### src/sv/iuff_pkg.sv
// shared types and constants for the ipv4/udp frame header filter
// no dependencies; imported by every module of the block
package iuff_pkg;

    // frame byte counter saturates here; the count width follows the fixed field width
    localparam int unsigned MAX_FRAME_BYTES = 65535;
    localparam int unsigned COUNT_W         = 16;

    // byte offsets of the captured header fields
    localparam logic [COUNT_W-1:0] POS_ETYPE_HI = 16'd12;
    localparam logic [COUNT_W-1:0] POS_ETYPE_LO = 16'd13;
    localparam logic [COUNT_W-1:0] POS_VER_IHL  = 16'd14;
    localparam logic [COUNT_W-1:0] POS_FRAG_HI  = 16'd20;
    localparam logic [COUNT_W-1:0] POS_FRAG_LO  = 16'd21;
    localparam logic [COUNT_W-1:0] POS_PROTO    = 16'd23;
    localparam logic [COUNT_W-1:0] POS_UDPLEN_HI = 16'd38;
    localparam logic [COUNT_W-1:0] POS_UDPLEN_LO = 16'd39;

    // minimum lengths for each header level
    localparam logic [COUNT_W-1:0] ETH_HDR_BYTES   = 16'd14;
    localparam logic [COUNT_W-1:0] IP_END_BYTES    = 16'd34;
    localparam logic [COUNT_W-1:0] UDPLEN_END_BYTES = 16'd40;
    localparam logic [COUNT_W-1:0] UDP_END_BYTES   = 16'd42;

    localparam logic [15:0] ETHERTYPE_IPV4   = 16'h0800;
    localparam logic [3:0]  IP_VERSION_4     = 4'd4;
    localparam logic [3:0]  IP_IHL_5         = 4'd5;
    localparam logic [15:0] FRAG_OFFSET_MASK = 16'h1FFF;
    localparam logic [15:0] FRAG_MF_MASK     = 16'h2000;
    localparam logic [7:0]  IP_PROTO_UDP     = 8'd17;
    localparam logic [15:0] UDP_MIN_LEN      = 16'd8;
    localparam logic [5:0]  PAYLOAD_OFFSET   = 6'd42;

    typedef enum logic [2:0] {
        VERDICT_ACCEPT   = 3'd0,
        VERDICT_SHORT    = 3'd1,
        VERDICT_ETYPE    = 3'd2,
        VERDICT_VER_IHL  = 3'd3,
        VERDICT_FRAGMENT = 3'd4,
        VERDICT_NOT_UDP  = 3'd5,
        VERDICT_UDP_SMALL = 3'd6,
        VERDICT_OVERRUN  = 3'd7
    } t_verdict;

    typedef struct packed {
        logic [7:0] data_byte;
        logic       last_byte;
    } t_in_item;

    typedef struct packed {
        t_verdict          verdict;
        logic [15:0]       frame_length;
        logic [15:0]       udp_length;
        logic [5:0]        payload_offset;
    } t_out_item;

    // header fields as they stand once the current byte is taken in
    typedef struct packed {
        logic [COUNT_W-1:0] byte_count;
        logic [15:0]        ether_type;
        logic [7:0]         version_ihl;
        logic [15:0]        fragment_word;
        logic [7:0]         ip_protocol;
        logic [15:0]        udp_len_field;
    } t_hdr_fields;

endpackage

### src/sv/iuff_capture.sv
// byte counter and header field capture at fixed frame offsets
// depends on iuff_pkg
module iuff_capture import iuff_pkg::*; (
    input  logic        i_clk,
    input  logic        i_rst_n,
    input  logic        i_step,
    input  t_in_item    i_item,
    output t_hdr_fields o_hdr
);

    t_hdr_fields r_hdr;
    t_hdr_fields n_hdr;

    localparam logic [COUNT_W-1:0] COUNT_MAX = COUNT_W'(MAX_FRAME_BYTES);

    always_comb begin
        n_hdr = r_hdr;
        if (r_hdr.byte_count < COUNT_MAX) begin
            case (r_hdr.byte_count)
                POS_ETYPE_HI:  n_hdr.ether_type[15:8]    = i_item.data_byte;
                POS_ETYPE_LO:  n_hdr.ether_type[7:0]     = i_item.data_byte;
                POS_VER_IHL:   n_hdr.version_ihl         = i_item.data_byte;
                POS_FRAG_HI:   n_hdr.fragment_word[15:8] = i_item.data_byte;
                POS_FRAG_LO:   n_hdr.fragment_word[7:0]  = i_item.data_byte;
                POS_PROTO:     n_hdr.ip_protocol         = i_item.data_byte;
                POS_UDPLEN_HI: n_hdr.udp_len_field[15:8] = i_item.data_byte;
                POS_UDPLEN_LO: n_hdr.udp_len_field[7:0]  = i_item.data_byte;
                default: begin
                end
            endcase
            n_hdr.byte_count = r_hdr.byte_count + COUNT_W'(1);
        end
    end

    assign o_hdr = n_hdr;

    // cleared after the final byte so the next frame starts fresh
    always_ff @(posedge i_clk) begin
        if (!i_rst_n) begin
            r_hdr <= '0;
        end else if (i_step) begin
            if (i_item.last_byte) begin
                r_hdr <= '0;
            end else begin
                r_hdr <= n_hdr;
            end
        end
    end

endmodule

### src/sv/iuff_judge.sv
// verdict logic over the captured header fields, first failing check wins
// depends on iuff_pkg
module iuff_judge import iuff_pkg::*; (
    input  t_hdr_fields i_hdr,
    output t_out_item   o_result
);

    logic [COUNT_W-1:0] len;
    logic [16:0]        udp_end;
    t_verdict           verdict;

    assign len     = i_hdr.byte_count;
    assign udp_end = {1'b0, i_hdr.udp_len_field} + {1'b0, IP_END_BYTES};

    always_comb begin
        if (len < ETH_HDR_BYTES) begin
            verdict = VERDICT_SHORT;
        end else if (i_hdr.ether_type != ETHERTYPE_IPV4) begin
            verdict = VERDICT_ETYPE;
        end else if (len < IP_END_BYTES) begin
            verdict = VERDICT_SHORT;
        end else if (i_hdr.version_ihl[7:4] != IP_VERSION_4
                     || i_hdr.version_ihl[3:0] != IP_IHL_5) begin
            verdict = VERDICT_VER_IHL;
        end else if ((i_hdr.fragment_word & (FRAG_OFFSET_MASK | FRAG_MF_MASK)) != 16'd0) begin
            verdict = VERDICT_FRAGMENT;
        end else if (i_hdr.ip_protocol != IP_PROTO_UDP) begin
            verdict = VERDICT_NOT_UDP;
        end else if (len < UDP_END_BYTES) begin
            verdict = VERDICT_SHORT;
        end else if (i_hdr.udp_len_field < UDP_MIN_LEN) begin
            verdict = VERDICT_UDP_SMALL;
        end else if (udp_end > {1'b0, len}) begin
            verdict = VERDICT_OVERRUN;
        end else begin
            verdict = VERDICT_ACCEPT;
        end
    end

    always_comb begin
        o_result.verdict        = verdict;
        o_result.frame_length   = len;
        o_result.udp_length     = (len >= UDPLEN_END_BYTES) ? i_hdr.udp_len_field : 16'd0;
        o_result.payload_offset = (verdict == VERDICT_ACCEPT) ? PAYLOAD_OFFSET : 6'd0;
    end

endmodule

### src/sv/ipv4_udp_frame_filter.sv
// top level of the ipv4/udp header filter: input register, capture, verdict, output register
// depends on iuff_pkg, iuff_capture, iuff_judge
// a verdict is registered in the output register and shown on o_valid once its final byte leaves the input register
// throughput: one byte per cycle except while o_stall is high; bytes keep flowing while a verdict waits on the output
// a final byte holds in the input register only while the output register is full and stalled
// reset (i_rst_n low, synchronous) empties both registers and clears the captured header
module ipv4_udp_frame_filter import iuff_pkg::*; (
    input  logic      i_clk,
    input  logic      i_rst_n,
    input  logic      i_valid,
    output logic      o_stall,
    input  t_in_item  i_data,
    output logic      o_valid,
    input  logic      i_stall,
    output t_out_item o_data
);

    // input register
    logic        r_in_valid;
    t_in_item    r_in_data;

    // output register
    logic        r_out_valid;
    t_out_item   r_out_data;

    logic        out_blocked;
    logic        in_advance;
    t_hdr_fields hdr;
    t_out_item   result;

    // output register cannot take a new verdict this cycle
    assign out_blocked = r_out_valid && i_stall;

    // a mid-frame byte produces no verdict, so it never waits for the output side
    assign in_advance = r_in_valid && (!r_in_data.last_byte || !out_blocked);

    // input side stalls only when the held byte cannot move on
    assign o_stall = r_in_valid && !in_advance;

    always_ff @(posedge i_clk) begin
        if (!i_rst_n) begin
            r_in_valid <= 1'b0;
        end else if (!o_stall) begin
            r_in_valid <= i_valid;
        end
    end

    always_ff @(posedge i_clk) begin
        if (i_valid && !o_stall) begin
            r_in_data <= i_data;
        end
    end

    // header capture, advanced once per byte leaving the input register
    iuff_capture u_capture (
        .i_clk   (i_clk),
        .i_rst_n (i_rst_n),
        .i_step  (in_advance),
        .i_item  (r_in_data),
        .o_hdr   (hdr)
    );

    // verdict over the fields including the current byte
    iuff_judge u_judge (
        .i_hdr    (hdr),
        .o_result (result)
    );

    // output register loads on the transfer of a final byte
    always_ff @(posedge i_clk) begin
        if (!i_rst_n) begin
            r_out_valid <= 1'b0;
        end else if (!out_blocked) begin
            r_out_valid <= in_advance && r_in_data.last_byte;
        end
    end

    always_ff @(posedge i_clk) begin
        if (!out_blocked && in_advance && r_in_data.last_byte) begin
            r_out_data <= result;
        end
    end

    assign o_valid = r_out_valid;
    assign o_data  = r_out_data;

`ifndef NO_ASSERTIONS
    // a final byte that leaves the input register always yields a verdict next cycle
    a_last_gives_verdict: assert property (@(posedge i_clk) disable iff (!i_rst_n)
        (in_advance && r_in_data.last_byte) |=> r_out_valid)
        else $error("final byte transfer produced no verdict");

    // payload offset reported only for an accepted frame
    a_offset_matches_verdict: assert property (@(posedge i_clk) disable iff (!i_rst_n)
        r_out_valid |-> ((r_out_data.verdict == VERDICT_ACCEPT)
                         == (r_out_data.payload_offset == PAYLOAD_OFFSET)))
        else $error("payload offset disagrees with verdict");

    // an accepted frame holds at least the full udp header
    a_accept_long_enough: assert property (@(posedge i_clk) disable iff (!i_rst_n)
        (r_out_valid && r_out_data.verdict == VERDICT_ACCEPT)
            |-> (r_out_data.frame_length >= UDP_END_BYTES))
        else $error("accepted frame shorter than the udp header");

    // udp length field only reported once the frame reached it
    a_udp_len_reached: assert property (@(posedge i_clk) disable iff (!i_rst_n)
        (r_out_valid && r_out_data.frame_length < UDPLEN_END_BYTES)
            |-> (r_out_data.udp_length == 16'd0))
        else $error("udp length reported for a frame that never reached it");
`endif

endmodule
### config.mk
export PLATFORM = sky130hd
export DESIGN_NAME = ipv4_udp_frame_filter
export DESIGN_NICKNAME = d
export VERILOG_FILES = /design/src/sv/iuff_pkg.sv /design/src/sv/iuff_capture.sv /design/src/sv/iuff_judge.sv /design/src/sv/ipv4_udp_frame_filter.sv
export SDC_FILE = /design/constraint.sdc
export NUM_CORES = 1
export LEC_CHECK = 0
export ABC_AREA = 1
export ABC_CLOCK_PERIOD_IN_PS = 6000
export BUFFER_PORTS_ARGS = -buffer_cell sky130_fd_sc_hd__buf_2
export CORE_ASPECT_RATIO = 0.5
export CORE_MARGIN = 5
export CORE_UTILIZATION = 40
export CTS_CLUSTER_DIAMETER = 50
export CTS_CLUSTER_SIZE = 24
export DETAILED_ROUTE_END_ITERATION = 16
export GPL_TIMING_DRIVEN = 1
export SETUP_SLACK_MARGIN = 0.02
export SLEW_MARGIN = 25
export SYNTH_ARGS = -nofsm -noshare
export SYNTH_HDL_FRONTEND = slang
export SYNTH_SLANG_ARGS = --single-unit
### constraint.sdc
create_clock -name i_clk -period 6 [get_ports i_clk]
set_input_delay 1.2 -clock i_clk [delete_from_list [all_inputs] [get_ports i_clk]]
set_output_delay 1.2 -clock i_clk [all_outputs]
set_load 0.1 [all_outputs]
; Yosys cells after proc, flatten, opt, wreduce, memory -nomap -nowiden
; Index checks and enable logic that the tools add are counted.
[classes]
add_sub_neg = 2
n_mul = 0
div = 0
magnitude_cmp = 7
eq_ne = 12
shifts = 0
mux = 20
bitwise_logic = 0
reduce_logical = 15
[op_table]
columns = operator, count
row1 = $mux 80, 2
row2 = $mux 8, 8
row3 = $eq 16x4->1 const B, 3
row4 = $eq 16x5->1 const B, 3
row5 = $eq 16x6->1 const B, 2
row6 = $lt 16x4->1 const B, 2
row7 = $lt 16x6->1 const B, 2
row8 = $mux 3, 9
row9 = $add 16x6->17 const B, 1
row10 = $gt 17x16->1, 1
row11 = $add 16x1->16 const B, 1
row12 = $ge 16x6->1 const B, 1
row13 = $lt 16x16->1 const B, 1
row14 = $ne 16x12->1 const B, 1
row15 = $reduce_bool 16->1, 1
row16 = $ne 4x3->1 const B, 2
row17 = $ne 8x5->1 const B, 1
row18 = $logic_and 1x1->1, 7
row19 = $mux 6, 1
row20 = $logic_not 1->1, 4
row21 = $logic_not 3->1, 1
row22 = $logic_or 1x1->1, 2
[word_totals]
register_bits = 130
latchBits = 0
ram_bits = 0
rom_bits = 0
out_inout_bits = 43
wordCells = 70
n_memories = 0

; Longest topological paths before layout
[depth]
word_depth = 16
mapped_depth = 36

; Cells and area by module
; Synthesis repeated with hierarchy kept, for this count alone.
[unflattened]
cells_unflattened = 1098
hier_area_um2 = 8059.0
[modules_own_cells]
columns = module, instances, cells_each, area_per_inst_um2, seq_area_each_um2
row1 = iuff_capture, 1, 767, 5003.5, 1601.5
row2 = ipv4_udp_frame_filter, 1, 69, 1611.5, 1541.5
row3 = iuff_judge, 1, 262, 1443.9, 0.0

; Worst setup path before layout
; Ideal clock, no wire load.
[synth_path]
kind = input-to-output
start = input port i_stall
end = output port o_stall
arrival_ps = 2709
required_time_ps = 4800
path_slack_ps = 2091
path_stages = 4
path_buffers = 0
path_cell_list = nand2_1 -> inv_1 -> nand2_1 -> nor2_1
[synth_via]
elab_chain_cells = 6
[synth_lines]
columns = item, line
row1 = "start, declared", ipv4_udp_frame_filter.sv:14  ; input logic i_stall,
row2 = $logic_and 1x1->1, ipv4_udp_frame_filter.sv:32  ; assign out_blocked = r_out_valid && i_stall;
row3 = $logic_not 1->1, ipv4_udp_frame_filter.sv:35  ; assign in_advance = r_in_valid && (!r_in_data.last_byte || !out_blocked);
row4 = $logic_or 1x1->1, ipv4_udp_frame_filter.sv:35
row5 = $logic_and 1x1->1, ipv4_udp_frame_filter.sv:35
row6 = $logic_not 1->1, ipv4_udp_frame_filter.sv:38  ; assign o_stall = r_in_valid && !in_advance;
row7 = $logic_and 1x1->1, ipv4_udp_frame_filter.sv:38
row8 = "end, declared", ipv4_udp_frame_filter.sv:11  ; output logic o_stall,
; No other way between the ends.

==> metrics.yaml <==
critical_path:
  r2r_cells: 29
  worstSetupPathType: "flip-flop to flip-flop"
  critPathMaxStageDelay_ns: 0.48
  critPathSlowestCell: "dfxtp_1"
  crit_fanout: 12
  worstSetupEndpointType: "flip-flop"
  path_common_cell: "nand2_1"
  reg2reg_from: "u_capture.r_hdr[64]"
  arrival_ns: 4.37
  start_kind: "flip-flop"
  critPathLaunch: "u_capture.r_hdr[64]"
  cp.required_ns: 6.19
sta:
  rsz0062_at_grt: "no"
  setup_viol: 0
  fmax_ghz: 0.239
  maxSlewViolCount: 0
  skew_ns: 0.0106
  tightest_slew_ns: 0.998
  finalCritPeriodShare_pct: 69.7
  min_period_ns: 4.18
  slew_headroom_pct: 33.4
  hold_violations: 0
  setup_tns_ns: 0
logic_synthesis:
  synth_area_leaders: "dfxtp_1 (22%), edfxtp_1 (19%), nand2_1 (15%)"
  syn_area_sq_mm: 0.00716
  yosysTopAreaCellShare_pct: 22.4
  synth_top_cell_by_area: "dfxtp_1"
  syn_avg_cell_area_sq_um: 7.16
  yosys_warnings: 0
  synthCells: 1000
  ys_seq_elements: 125
  synth-seq-area-share_pct: 41.2
  synth_cell_types: 40
detailed_routing:
  drt_iter0_drc: 421
  vias_per_cell: 4.93
  wire_per_inst_um: 14.4
  via_count: 6319
  antenna_left: 0
  drt_wl_total_mm: 18.5
  drt_first_pass_iters: 7
  drc: 0
floorplanning:
  num_io_pins: 56
  die_w_um: 199
  die-area_sq_mm: 0.0208
  rows: 34
  start_util_pct: 41.0
  fp.dieH_um: 105
  core_area_sq_mm: 0.0175
power_and_ir_drop:
  p_sw_share_pct: 26.5
  peakVddDrop_mv: 0.186
  power_density_mw_per_mm2: 249
  p_comb_share_pct: 5.3
  seq_power_share_pct: 44.6
  p_switching_uw: 534
  power_frac_clock_pct: 50.2
  p_int_uw: 1480
  power.leakage_uw: 0.00363
global_route:
  grt_pass1_wl_mm: 30.5
  grt_overflow: 0
  first_global_vias: 6031
  grt_antenna_before_repair: 0
  grt_max_degree: 62
  grt.total_usage_pct: 18.4
hold_path:
  hold_path_depth: 2
  worstHoldStart: "u_capture.r_hdr[53]"
  hp-class: "flip-flop to flip-flop"
clock_tree:
  cts-root-buf: "clkbuf_16"
  clock_path_buffers: 2
  cts.clk_slew.worst_paths_ns: 0.06
  holdBufCountCts: 0
  clock_sinks: 125
  h-tree-depth: 4
  numCtsBuffers: 17
  cts_tree: "built"
  cts_setup_buffers: 0
  cts_resized: 0
  worstSkewPairLatency_ns: 0.43
layout:
  fin_nets: 1070
  insertedDiodeCount: 0
  layout-drive-gt1-share_pct: 13.8
  n_fill_cell: 1735
  area_growth_syn_to_layout_pct: 13.2
  final_cell_mix: "nand2_1 (281), inv_1 (151), nor2_1 (96), dfxtp_1 (80), a21oi_1 (61)"
  final_cell_count_no_fill: 1283
  mostFrequentLayoutCell: "nand2_1"
placement:
  post-dp-hpwl_mm: 12.6
  io_buffer_count: 52
  placed_cells: 1251
  place_congestion: 0.872
outcome:
  status: "finished, final reports clean"
job:
  drv_cap: 0
==> routing by layer <==
layer | routed length, um | GRT usage [%] | vias to the layer above
li1 | - | - | 3243
met1 | 9130 | 25.5 | 2877
met2 | 8200 | 29.2 | 181
met3 | 983 | 3.50 | 18
met4 | 225 | 5.41 | 0
met5 | 0 | 0 | -
==> stage by stage <==
stage          util, %  worst slack [ns]  hold WS, ns  power [uW]  cell area (sq um)
2_1_floorplan        -              2.09        0.445         995               7170
3_3_place_gp      43.1              2.06        0.451        1020               7530
3_5_place_dp      43.1              1.87        0.455        1020               7530
4_1_cts           46.4              1.85        0.465        2040               8110
5_1_grt           46.4              1.37        0.486        2080               8110
6_report          46.4              1.82        0.465        2020               8110
==> critical path, delay by kind of cell, from the launching register on <==
| family | cells | cell delay, ns |
|---|---|---|
| adders and majority gates | 3 | 0.82 |
| and+or+nand+nor | 22 | 2.27 |
| xor gates and xnor gates | 1 | 0.13 |
| AOI/OAI and AO/OA | 1 | 0.09 |
| DFF | 1 | 0.48 |
| buffers and inverters | 2 | 0.15 |
==> power by group through the flow <==
stage / Combinational [uW] / Sequential [uW] / Clock (uW)
finish: 106 / 899 / 1010
global route: 112 / 900 / 1070
CTS: 106 / 899 / 1030
detailed placement: 106 / 917 / 0
global placement: 106 / 917 / 0
floorplan: 43.3 / 952 / 0
==> flip-flops by register name, indices dropped and copies added (netlist names) <==
| register | count |
|---|---|
| u_capture.r_hdr | 78 |
| o_data | 36 |
| o_valid | 1 |
| r_in_data | 9 |
| r_in_valid | 1 |
==> final cells by class <==
class | count | area (sq um) | share of cell area [%]
multi-input cells | 675 | 3390 | 41.9
flip-flops and latches | 125 | 2950 | 36.4
clock inverters | 13 | 97.6 | 1.20
repair buffers | 56 | 290 | 3.58
inverters | 161 | 604 | 7.45
clock buffers | 19 | 475 | 5.86
well taps | 234 | 293 | 3.61
==> synthesized netlist by cell type <==
library cell and instances:
nand2_4 1, clkinv_1 1, nor2_4 5, o21ai_1 17, nor4_4 1, nor3_1 13, nor3_2 4, edfxtp_1 45
ha_1 21, nand4_1 14, nand3_1 36, nand3_2 3, buf_6 6, buf_2 6, nor2_1 97, o21ai_2 9
clkbuf_1 23, o22ai_1 25, nor2_2 8, inv_2 7, nand3_4 1, o21ai_0 33, o21a_1 4, buf_1 1
or2_2 1, nand4_4 1, nor2_8 1, xnor2_1 2, buf_4 5, a21oi_1 61, xor2_1 16, nand2_1 281
conb_1 1, a21o_1 1, or2_1 1, and2_1 1, dfxtp_1 80, nand2_2 13, nand3b_1 1, inv_1 153
==> cell families (layout without fill, tap and decap cells) <==
group	after synthesis	in the layout	share of synthesized area (%)
AND/OR/NAND/NOR	483	483	29.7
other	1	3	0.0524
XOR/XNOR	18	18	2.20
AO/OA/AOI/OAI	150	150	11.6
buffers and inverters	202	249	11.6
flip-flops	125	125	41.2
adder cells (fa/ha/maj)	21	21	3.67
==> final timing paths <==
path                            slack, ns             endpoint
worst min register to register       0.47  u_capture.r_hdr[53]
worst min-delay path                 0.47  u_capture.r_hdr[53]
worst max-delay path                 1.82            o_data[3]
worst max register to register       1.82            o_data[3]
(Power assumes the default switching activity.)
